[config.mk]
export PLATFORM = sky130hd
export DESIGN_NAME = uuid_text_parser_unit
export DESIGN_NICKNAME = d
export VERILOG_FILES = /design/src/sv/utp_pkg.sv /design/src/sv/uuid_text_parser_unit.sv /design/src/sv/utp_char_class.sv /design/src/sv/utp_scan.sv
export SDC_FILE = /design/constraint.sdc
export NUM_CORES = 1
export LEC_CHECK = 0
export BUFFER_PORTS_ARGS = -buffer_cell sky130_fd_sc_hd__buf_2
export CORE_UTILIZATION = 58
export DETAILED_ROUTE_END_ITERATION = 16
export PLACE_DENSITY = 0.79
export SLEW_MARGIN = 20
export SYNTH_ARGS = -nofsm -noshare
export SYNTH_HDL_FRONTEND = slang
export SYNTH_SLANG_ARGS = --single-unit
[constraint.sdc]
create_clock -name clock -period 6.1 [get_ports clock]
set_clock_uncertainty 0.2 [all_clocks]
set_input_delay 0.305 -clock clock [delete_from_list [all_inputs] [get_ports clock]]
set_output_delay 0.305 -clock clock [all_outputs]
set_load 0.005 [all_outputs]
[src/sv/utp_pkg.sv]
package utp_pkg;

   typedef enum logic [1:0] {
      KIND_INVALID = 2'd0,
      KIND_16      = 2'd1,
      KIND_32      = 2'd2,
      KIND_128     = 2'd3
   } kind_type;

   localparam logic [5:0] COUNT_MAX = 6'd63;
   localparam logic [5:0] LONG_BODY = 6'd36;
   localparam logic [5:0] LEN_16    = 6'd4;
   localparam logic [5:0] LEN_32    = 6'd8;
   localparam logic [5:0] PREFIX_LEN = 6'd2;

   localparam logic [5:0] DASH_OFF_0 = 6'd8;
   localparam logic [5:0] DASH_OFF_1 = 6'd13;
   localparam logic [5:0] DASH_OFF_2 = 6'd18;
   localparam logic [5:0] DASH_OFF_3 = 6'd23;

   localparam logic [7:0] CHAR_DASH  = 8'h2D;
   localparam logic [7:0] CHAR_ZERO  = 8'h30;
   localparam logic [7:0] CHAR_NINE  = 8'h39;
   localparam logic [7:0] CHAR_UA    = 8'h41;
   localparam logic [7:0] CHAR_UF    = 8'h46;
   localparam logic [7:0] CHAR_LA    = 8'h61;
   localparam logic [7:0] CHAR_LF    = 8'h66;
   localparam logic [7:0] CHAR_LX    = 8'h78;
   localparam logic [7:0] CHAR_UX    = 8'h58;

   localparam int unsigned TDATA_PAD = 6;

   typedef struct packed {
      logic       is_hex;
      logic [3:0] nibble;
      logic       is_dash;
      logic       is_x;
      logic       is_zero;
   } char_class_type;

   typedef struct packed {
      kind_type    kind;
      logic [63:0] value_low;
      logic [63:0] value_high;
   } result_type;

endpackage

[src/sv/uuid_text_parser_unit.sv]
// Channel | Direction | Transaction content
// req_*   | in        | tdata[7:0] char_code, tlast last_char
// rsp_*   | out       | tdata: kind[1:0], value_low[65:2], value_high[129:66], zero pad
//
// One character per cycle is taken unless a last character waits on a stalled
// result; a character is scanned from the input register, and a string's result
// is held in the output register once its last character has been scanned.
// reset is synchronous and clears the scan state and both valid flags.
// A stalled result holds back the last character of the next string, and with it
// all input after it; the characters before it keep flowing.
module uuid_text_parser_unit (
   input  logic           clock,
   input  logic           reset,
   input  logic           req_tvalid,
   output logic           req_tready,
   input  logic [7:0]     req_tdata,   // [7:0] char_code
   input  logic           req_tlast,
   output logic           rsp_tvalid,
   input  logic           rsp_tready,
   output logic [135:0]   rsp_tdata    // [1:0] kind, [65:2] value_low, [129:66] value_high
);
   import utp_pkg::*;

   logic           in_valid_ff, in_valid_in;
   logic [7:0]     in_char_ff;
   logic           in_last_ff;
   logic           rsp_valid_ff, rsp_valid_in;
   result_type     rsp_data_ff;

   logic           out_free;
   logic           advance;
   logic           req_take;
   char_class_type cls;
   result_type     result;

   utp_char_class u_class (
      .char_code (in_char_ff),
      .cls       (cls)
   );

   utp_scan u_scan (
      .clock     (clock),
      .reset     (reset),
      .step_en   (advance),
      .last_char (in_last_ff),
      .cls       (cls),
      .result    (result)
   );

   always_comb begin
      out_free     = !rsp_valid_ff || rsp_tready;
      advance      = in_valid_ff && (!in_last_ff || out_free);
      req_tready   = !in_valid_ff || advance;
      req_take     = req_tvalid && req_tready;
      in_valid_in  = req_take ? 1'b1 : (advance ? 1'b0 : in_valid_ff);
      rsp_valid_in = (advance && in_last_ff) ? 1'b1 :
                     (rsp_tready ? 1'b0 : rsp_valid_ff);
   end

   always_ff @(posedge clock) begin
      if (reset) begin
         in_valid_ff  <= 1'b0;
         rsp_valid_ff <= 1'b0;
      end else begin
         in_valid_ff  <= in_valid_in;
         rsp_valid_ff <= rsp_valid_in;
      end
   end

   always_ff @(posedge clock) begin
      if (req_take) begin
         in_char_ff <= req_tdata;
         in_last_ff <= req_tlast;
      end
      // Hold the result until the sink takes it.
      if (advance && in_last_ff) begin
         rsp_data_ff <= result;
      end
   end

   assign rsp_tvalid = rsp_valid_ff;
   assign rsp_tdata  = {{TDATA_PAD{1'b0}}, rsp_data_ff.value_high,
                        rsp_data_ff.value_low, rsp_data_ff.kind};

endmodule

[src/sv/utp_char_class.sv]
module utp_char_class (
   input  logic [7:0]              char_code,
   output utp_pkg::char_class_type cls
);
   import utp_pkg::*;

   logic [7:0] dec_off;
   logic [7:0] lo_off;
   logic [7:0] up_off;

   always_comb begin
      dec_off = char_code - CHAR_ZERO;
      lo_off  = char_code - CHAR_LA + 8'd10;
      up_off  = char_code - CHAR_UA + 8'd10;

      cls.is_dash = (char_code == CHAR_DASH);
      cls.is_x    = (char_code == CHAR_LX) || (char_code == CHAR_UX);
      cls.is_zero = (char_code == CHAR_ZERO);
      cls.is_hex  = 1'b1;
      cls.nibble  = 4'd0;
      if (char_code >= CHAR_ZERO && char_code <= CHAR_NINE) begin
         cls.nibble = dec_off[3:0];
      end else if (char_code >= CHAR_LA && char_code <= CHAR_LF) begin
         cls.nibble = lo_off[3:0];
      end else if (char_code >= CHAR_UA && char_code <= CHAR_UF) begin
         cls.nibble = up_off[3:0];
      end else begin
         cls.is_hex = 1'b0;
      end
   end

endmodule

[src/sv/utp_scan.sv]
module utp_scan (
   input  logic                    clock,
   input  logic                    reset,
   input  logic                    step_en,
   input  logic                    last_char,
   input  utp_pkg::char_class_type cls,
   output utp_pkg::result_type     result
);
   import utp_pkg::*;

   logic [63:0] shift_lo_ff, shift_lo_in;
   logic [63:0] shift_hi_ff, shift_hi_in;
   logic [5:0]  count_ff, count_in;
   logic        first_zero_ff, first_zero_in;
   logic        prefix_ff, prefix_in;
   logic        hex_ok_ff, hex_ok_in;
   logic        dash_ok_ff, dash_ok_in;

   logic        take_prefix;
   logic        body;
   logic [5:0]  offset;
   logic        dash_slot;
   logic [3:0]  digit;
   logic [5:0]  body_len;

   always_comb begin
      take_prefix = (count_ff == 6'd1) && first_zero_ff && cls.is_x;
      prefix_in   = prefix_ff | take_prefix;
      body        = !take_prefix && (count_ff != COUNT_MAX);
      offset      = prefix_ff ? count_ff - PREFIX_LEN : count_ff;
      dash_slot   = (offset == DASH_OFF_0) || (offset == DASH_OFF_1) ||
                    (offset == DASH_OFF_2) || (offset == DASH_OFF_3);
      digit       = cls.is_hex ? cls.nibble : 4'd0;

      shift_lo_in = take_prefix ? 64'd0 : shift_lo_ff;
      shift_hi_in = take_prefix ? 64'd0 : shift_hi_ff;
      hex_ok_in   = hex_ok_ff;
      dash_ok_in  = dash_ok_ff;

      if (body) begin
         if (dash_slot) begin
            if (!cls.is_dash) dash_ok_in = 1'b0;
         end else begin
            shift_hi_in = {shift_hi_ff[59:0], shift_lo_ff[63:60]};
            shift_lo_in = {shift_lo_ff[59:0], digit};
            if (!cls.is_hex) hex_ok_in = 1'b0;
         end
      end

      first_zero_in = (count_ff == 6'd0) ? cls.is_zero : first_zero_ff;
      count_in      = (count_ff == COUNT_MAX) ? count_ff : count_ff + 6'd1;
   end

   // Judge the finished string from the updated state.
   always_comb begin
      body_len          = prefix_in ? count_in - PREFIX_LEN : count_in;
      result.kind       = KIND_INVALID;
      result.value_low  = 64'd0;
      result.value_high = 64'd0;
      if (count_in != COUNT_MAX && hex_ok_in) begin
         if (body_len == LEN_16) begin
            result.kind      = KIND_16;
            result.value_low = {48'd0, shift_lo_in[15:0]};
         end else if (body_len == LEN_32) begin
            result.kind      = KIND_32;
            result.value_low = {32'd0, shift_lo_in[31:0]};
         end else if (body_len == LONG_BODY && dash_ok_in) begin
            result.kind       = KIND_128;
            result.value_low  = shift_lo_in;
            result.value_high = shift_hi_in;
         end
      end
   end

   always_ff @(posedge clock) begin
      if (reset || (step_en && last_char)) begin
         shift_lo_ff   <= 64'd0;
         shift_hi_ff   <= 64'd0;
         count_ff      <= 6'd0;
         first_zero_ff <= 1'b0;
         prefix_ff     <= 1'b0;
         hex_ok_ff     <= 1'b1;
         dash_ok_ff    <= 1'b1;
      end else if (step_en) begin
         shift_lo_ff   <= shift_lo_in;
         shift_hi_ff   <= shift_hi_in;
         count_ff      <= count_in;
         first_zero_ff <= first_zero_in;
         prefix_ff     <= prefix_in;
         hex_ok_ff     <= hex_ok_in;
         dash_ok_ff    <= dash_ok_in;
      end
   end

endmodule
==> impl_metrics.env, run 1 <==
export IMPL_grtUsageMet3=0.0348
export IMPL_most_crowded_layer_after_global_routing="met2"
export IMPL_port_buffers=144
export IMPL_grt_overflow_total=0
export IMPL_gr_usage_all_layers=0.259
export IMPL_ys_seq_elements=279
export IMPL_min_delay_path_class="input pin to flop"
export IMPL_worstSetupStartpointType="flop"
export IMPL_final_min_period_ns=4.78
export IMPL_worst_slew_pin_tran_ns=0.943
export IMPL_maximum_number_of_pins_on_one_net_before_global_route_repair=130
export IMPL_endpoint_kind="flop"
export IMPL_synth_main_ff_cell="sky130_fd_sc_hd__dfxtp_1"
export IMPL_post_place_ws_ns=1.35
export IMPL_max_cap_violations=0
export IMPL_static_leakage_power_nw=5.00
export IMPL_synth_lib_cells_used_distinct=60
export IMPL_final_antenna_diode_count=0
export IMPL_cts_inserted_buffers=29
export IMPL_max_freq_ghz=0.209
export IMPL_grt_first_pass_wirelength_um=46500
export IMPL_power_ir_vdd_worst_mv=0.219
export IMPL_htreeDepth=1
export IMPL_detail_route_drc_violations=0
export IMPL_wirelength_um=29300
export IMPL_final_min_period_over_clock_period=0.783
export IMPL_syn_inst=1090
export IMPL_fp_row_count=53
export IMPL_floorplan_die_height_um=150
export IMPL_timing_final_hold_violations=0
export IMPL_synth_edff_count=139
export IMPL_run_status="completed"
export IMPL_final_setup_violating_endpoints=0
export IMPL_timing_final_max_slew_violations=0
export IMPL_tritoncts="done"
export IMPL_first_global_vias=8598
export IMPL_setup_ws_ns=1.32
export IMPL_placeableCoreArea_mm2=0.0212
export IMPL_die_area_mm2=0.0224
export IMPL_ctsRootBufferMaster="sky130_fd_sc_hd__clkbuf_16"
export IMPL_hpwl_um=16600
export IMPL_final_instance_count_excl_fill=1480
export IMPL_synth_avg_cell_area_um2=11.6
export IMPL_place_gp_congestion=0.795
export IMPL_drt_iter0_markers=862
export IMPL_grtUsageMet1=0.369
export IMPL_antenna_found_initial=0
export IMPL_final_nets=1204
export IMPL_critPathKind="flop to flop"
export IMPL_drtAntennaViolNets=0
export IMPL_numClockSinks=279
export IMPL_clk_insertion_delay_late_ns=0.55
export IMPL_area_delta_synth_final_pct=14.5
export IMPL_io_pins=151
export IMPL_crit_fanout=53
export IMPL_arrival_ns=4.82
export IMPL_postLayoutCellArea_mm2=0.0145
export IMPL_max_clock_path_buffers=3
export IMPL_wl_per_cell_um=19.8
export IMPL_proportion_of_layout_cells_with_a_drive_suffix_above_1=0.277
export IMPL_syn_cell_area_mm2=0.0127
export IMPL_numPlacedInstances=1414
export IMPL_async_flop_share=0
export IMPL_grt_setup_unrepaired="false"
export IMPL_fp_dieW_um=150
export IMPL_ys_warnings_count=0
export IMPL_timing_setup_tns_ns=0
export IMPL_timing_reg2reg_setup_slack_ns=1.32
export IMPL_power_per_cell_area_mw_per_mm2=272
export IMPL_synth_sequential_area_ratio=0.551
export IMPL_gr_usage_met2=0.400
export IMPL_clkTransAtPathRegs_ns=0.06
export IMPL_dr_total_vias=9340
export IMPL_via_per_inst=6.31
export IMPL_start_util=0.597
export IMPL_cell_area_after_placement_mm2=0.0134
export IMPL_max_slew_margin_rel=0.372
export IMPL_drt_pass1_iter_count=7
export IMPL_crit_required_ns=6.14
[layer usage]
metal,routed length [µm],part of all wire,up-vias
li1,-,-,4339
met1,12800,0.44,4608
met2,13800,0.47,332
met3,1780,0.061,61
met4,944,0.032,0
met5,0,0,-
[state kept, by name (all words and copies together), names as in the netlist]
signal / cells
in_last_ff: 1
u_scan.shift_lo_ff: 64
in_valid_ff: 1
u_scan.count_ff: 6
u_scan.shift_hi_ff: 64
in_char_ff: 8
rsp_tvalid: 1
rsp_tdata: 130
u_scan.hex_ok_ff: 1
u_scan.prefix_ff: 1
u_scan.dash_ok_ff: 1
u_scan.first_zero_ff: 1
[power by group]
part	leakage, nW	internal [W]	total [W]	switching [W]
combinational	1.89	0.0000383	0.000140	0.000102
sequential	2.62	0.00198	0.00199	0.0000138
clock	0.486	0.00109	0.00181	0.000719
[synthesized netlist by cell type, drive strengths merged (8+ instances only)]
master	instances	area [µm²]
mux2i	23	230
nor4	11	68.8
nand2	119	449
o21ai	10	50.1
dfxtp	140	2800
clkbuf	72	270
a22o	124	1090
buf	46	310
a21oi	19	95.1
a211oi	122	1460
nand3	110	551
ha	9	113
and2	23	144
edfxtp	139	4170
a221oi	9	78.8
inv	12	45.0
nor2	17	63.8
nand4	8	62.6
[kinds of logic (layout without fill, tap and decap cells)]
logic type,after synthesis,count (layout),share of synthesized area
XOR/XNOR,9,9,0.00681
adder cells (fa/ha/maj),9,9,0.00889
multiplexers,24,24,0.0191
flip-flops,279,279,0.551
buffers and inverters,130,240,0.0494
AND/OR/NAND/NOR,327,327,0.127
other,1,6,0.000296
AO/OA/AOI/OAI,311,311,0.238
[area by class of cell]
class,count,area [µm²]
fill,1587,6720
sequential,279,6980
multi-input combinational,686,5140
clock buffer,44,852
inverter,12,45.0
clock inverter,10,136
timing repair buffer,174,1000
tap,275,344
[worst max-delay path, cell delays in order (launching register included)]
cell	delay [ns]
sky130_fd_sc_hd__dfxtp_1	0.56
sky130_fd_sc_hd__inv_1	0.16
sky130_fd_sc_hd__ha_1	0.23
sky130_fd_sc_hd__nand4_1	0.08
sky130_fd_sc_hd__or4_1	0.61
sky130_fd_sc_hd__nand2_2	0.30
sky130_fd_sc_hd__a21oi_4	0.18
sky130_fd_sc_hd__buf_4	0.36
sky130_fd_sc_hd__a221o_4	0.83
sky130_fd_sc_hd__buf_4	0.76
sky130_fd_sc_hd__a211oi_1	0.13
[what timing repair did]
item / 4_1_cts / 5_1_grt
endpoints found under the hold margin: 13 / 0
setup buffers: 0 / 0
hold buffers: 12 / 0
gates resized for setup: 0 / 0
setup endpoints to repair: 0 / 0
[path summary, 6_finish.rpt]
path / start / endpoint / cells after the start
worst max-delay path: u_scan.count_ff[1] / rsp_tdata[13] / 10
worst min-delay path: req_tvalid / in_char_ff[1] / 3
worst max register to register: u_scan.count_ff[1] / rsp_tdata[13] / 10
worst min register to register: u_scan.dash_ok_ff / u_scan.dash_ok_ff / 2
[through the flow]
| step | hold slack [ns] | power, W | util |
|---|---|---|---|
| final | 0.0873 | 0.00394 | 0.683 |
| after floorplan | 0.174 | 0.00212 | - |
| after global routing | 0.132 | 0.00405 | 0.683 |
| after detailed placement | 0.252 | 0.00216 | 0.631 |
| after global placement | 0.241 | 0.00216 | 0.631 |
| after CTS | 0.0865 | 0.00396 | 0.683 |
[layout by cell type, fill, tap and decap left out, types with 4 or more instances in the layout]
cell                            netlist  routed
sky130_fd_sc_hd__buf_2               14     144
sky130_fd_sc_hd__dfxtp_1            140     140
sky130_fd_sc_hd__edfxtp_1           139     139
sky130_fd_sc_hd__a22o_1             124     124
sky130_fd_sc_hd__nand2_1            118     118
sky130_fd_sc_hd__nand3_1            110     110
sky130_fd_sc_hd__a211oi_2           109     109
sky130_fd_sc_hd__clkbuf_16            0      29
sky130_fd_sc_hd__mux2i_1             23      23
sky130_fd_sc_hd__and2_1              23      22
sky130_fd_sc_hd__a21oi_1             19      18
sky130_fd_sc_hd__nor2_1              17      17
sky130_fd_sc_hd__buf_4                8      15
sky130_fd_sc_hd__a211oi_1            13      13
sky130_fd_sc_hd__inv_1               12      12
sky130_fd_sc_hd__dlygate4sd3_1        0      12
sky130_fd_sc_hd__nor4_1              11      11
sky130_fd_sc_hd__o21ai_0             10      10
sky130_fd_sc_hd__ha_1                 9       9
sky130_fd_sc_hd__a221oi_1             9       8
sky130_fd_sc_hd__clkbuf_1            72       8
sky130_fd_sc_hd__clkbuf_8             0       7
sky130_fd_sc_hd__nand4_1              6       6
sky130_fd_sc_hd__conb_1               1       6
sky130_fd_sc_hd__nor2b_1              5       5
sky130_fd_sc_hd__a31oi_1              5       5
sky130_fd_sc_hd__nand2b_1             5       5
sky130_fd_sc_hd__and3_1               5       5
sky130_fd_sc_hd__xnor2_1              5       5
sky130_fd_sc_hd__nor3_1               5       4
Note: power is estimated with default switching activity, not from simulation.
==> inputs of run 2 (changes only) <==
clock period = 5 ns   (was 6.1 ns; I/O delays follow)
==> run 2 against run 1 <==
Net effect:
- hold slack better by 0.099 ns
- non-clock buffer count up 10
- register-to-register slack worse by 0.44 ns
- critical path depth down 3
- global-route usage down 0.23 points
- core utilization up 0.51 points
- maximum frequency up 16%
- sequential power up 22%
- cell area up 0.74%
- clock power up 15%
- flip-flop and latch count unchanged
- clock-buffer cell count down 3
- critical endpoint is now rsp_tdata[17]
- largest power group unchanged
==> impl_metrics.env, run 2 (synthesis results as in run 1) <==
export IMPL_htreeDepth=1
export IMPL_critPathKind="flop to flop"
export IMPL_wirelength_um=29100
export IMPL_proportion_of_layout_cells_with_a_drive_suffix_above_1=0.281
export IMPL_endpoint_kind="flop"
export IMPL_maximum_number_of_pins_on_one_net_before_global_route_repair=132
export IMPL_grt_overflow_total=0
export IMPL_register_area_mm2=0.00698
export IMPL_final_min_period_over_clock_period=0.824
export IMPL_worst_hold_slack_ns=0.187
export IMPL_die_area_mm2=0.0224
export IMPL_total_of_fill_cells_in_the_finished_design=1569
export IMPL_crit_required_ns=5.14
export IMPL_timing_setup_tns_ns=0
export IMPL_run_status="completed"
export IMPL_largest_register_ffs=130
export IMPL_crit_fanout=56
export IMPL_first_global_vias=8763
export IMPL_fp_row_count=53
export IMPL_tritoncts="done"
export IMPL_detail_route_drc_violations=0
export IMPL_gr_usage_all_layers=0.256
export IMPL_floorplan_die_height_um=150
export IMPL_multi_input_comb_area_mm2=0.00514
export IMPL_max_slew_margin_rel=0.342
export IMPL_antenna_found_initial=0
export IMPL_power_per_cell_area_mw_per_mm2=321
export IMPL_min_delay_path_class="input pin to flop"
export IMPL_worst_slew_pin_tran_ns=0.987
export IMPL_port_buffers=144
export IMPL_wl_per_cell_um=19.6
export IMPL_timing_final_hold_violations=0
export IMPL_placeableCoreArea_mm2=0.0212
export IMPL_start_util=0.597
export IMPL_max_freq_ghz=0.243
export IMPL_cts_inserted_buffers=28
export IMPL_worstSetupStartpointType="flop"
export IMPL_power_ir_vdd_worst_mv=0.258
export IMPL_max_clock_path_buffers=3
export IMPL_drtAntennaViolNets=0
export IMPL_final_min_period_ns=4.12
export IMPL_clkTransAtPathRegs_ns=0.06
export IMPL_io_pins=151
export IMPL_cts_resized=0
export IMPL_cts_hold_buffers_added=13
export IMPL_ctsRootBufferMaster="sky130_fd_sc_hd__clkbuf_16"
export IMPL_max_cap_violations=0
export IMPL_drt_iter0_markers=842
export IMPL_clk_insertion_delay_late_ns=0.55
export IMPL_via_per_inst=6.32
export IMPL_grt_setup_unrepaired="false"
export IMPL_timing_final_max_slew_violations=0
export IMPL_final_antenna_diode_count=0
export IMPL_grt_first_pass_wirelength_um=46000
export IMPL_fp_dieW_um=150
export IMPL_drt_pass1_iter_count=5
export IMPL_area_delta_synth_final_pct=15.3
export IMPL_final_setup_violating_endpoints=0
export IMPL_static_leakage_power_nw=5.05
export IMPL_timing_reg2reg_setup_slack_ns=0.88
export IMPL_final_nets=1213
export IMPL_postCtsSetupRepairBufs=0
export IMPL_dr_total_vias=9403
export IMPL_numClockSinks=279
export IMPL_arrival_ns=4.26
export IMPL_place_gp_congestion=0.840
export IMPL_hpwl_um=16900
export IMPL_most_common_cell_after_layout_fill_and_taps_aside="sky130_fd_sc_hd__buf_2"
export IMPL_commonest_cells_after_routing_fill_and_taps_aside="144 x sky130_fd_sc_hd__buf_2, 140 x sky130_fd_sc_hd__dfxtp_1, 139 x sky130_fd_sc_hd__edfxtp_1"
## run 2: cell types whose count changed in the layout (fill, tap and decap cells not counted), sizes merged
cell	previous run	this run
bufinv	3	2
dlygate4sd3	12	13
buf	162	171
clkbuf	44	41
inv	13	12
clkinv	6	8
## run 2: power by group
group / switching [W] / internal [W]
clock network: 0.000859 / 0.00122
logic: 0.000123 / 0.0000571
registers: 0.0000191 / 0.00241
## run 2: layout make-up
| class | instances | share of cell area |
|---|---|---|
| repair buffers | 184 | 0.0809 |
| clock buffers | 41 | 0.0555 |
| multi-input cells | 686 | 0.352 |
| clock inverters | 10 | 0.00736 |
| inverters | 12 | 0.00308 |
| flip-flops and latches | 279 | 0.477 |
| well taps | 275 | 0.0235 |
## run 2: per-stage QoR
stage,cells,setup slack (ns),utilization,cell area [µm²],power [W]
detailed placement,1423,0.878,0.639,13600,0.00265
floorplan,1095,0.890,-,12700,0.00259
global placement,1423,0.964,0.639,13600,0.00265
CTS,1487,0.864,0.688,14600,0.00471
finish,1487,0.880,0.689,14600,0.00469
global route,1487,0.625,0.689,14600,0.00481
## run 2: worst paths after layout
check / from / endpoint / cells past startpoint
min: rsp_tready / u_scan.shift_lo_ff[3] / 5
max reg2reg: u_scan.count_ff[2] / rsp_tdata[17] / 7
max: u_scan.count_ff[2] / rsp_tdata[17] / 7
min reg2reg: u_scan.dash_ok_ff / u_scan.dash_ok_ff / 2
## run 2: critical path, stage by stage, from the launching register on
cell and delay [ns]:
sky130_fd_sc_hd__dfxtp_1 0.50, sky130_fd_sc_hd__or4_4 0.61, sky130_fd_sc_hd__or4_4 0.86, sky130_fd_sc_hd__a2111oi_4 0.48, sky130_fd_sc_hd__xor2_2 0.26, sky130_fd_sc_hd__nand4_1 0.27
sky130_fd_sc_hd__buf_4 0.37, sky130_fd_sc_hd__a221oi_1 0.33
## run 2: per-layer routing
layer  wire length [µm]  global-route usage  up-vias
li1                   -                   -     4349
met1              12800               0.362     4681
met2              13900               0.402      318
met3               1600              0.0387       55
met4                806              0.0909        0
met5                  0                   0        -
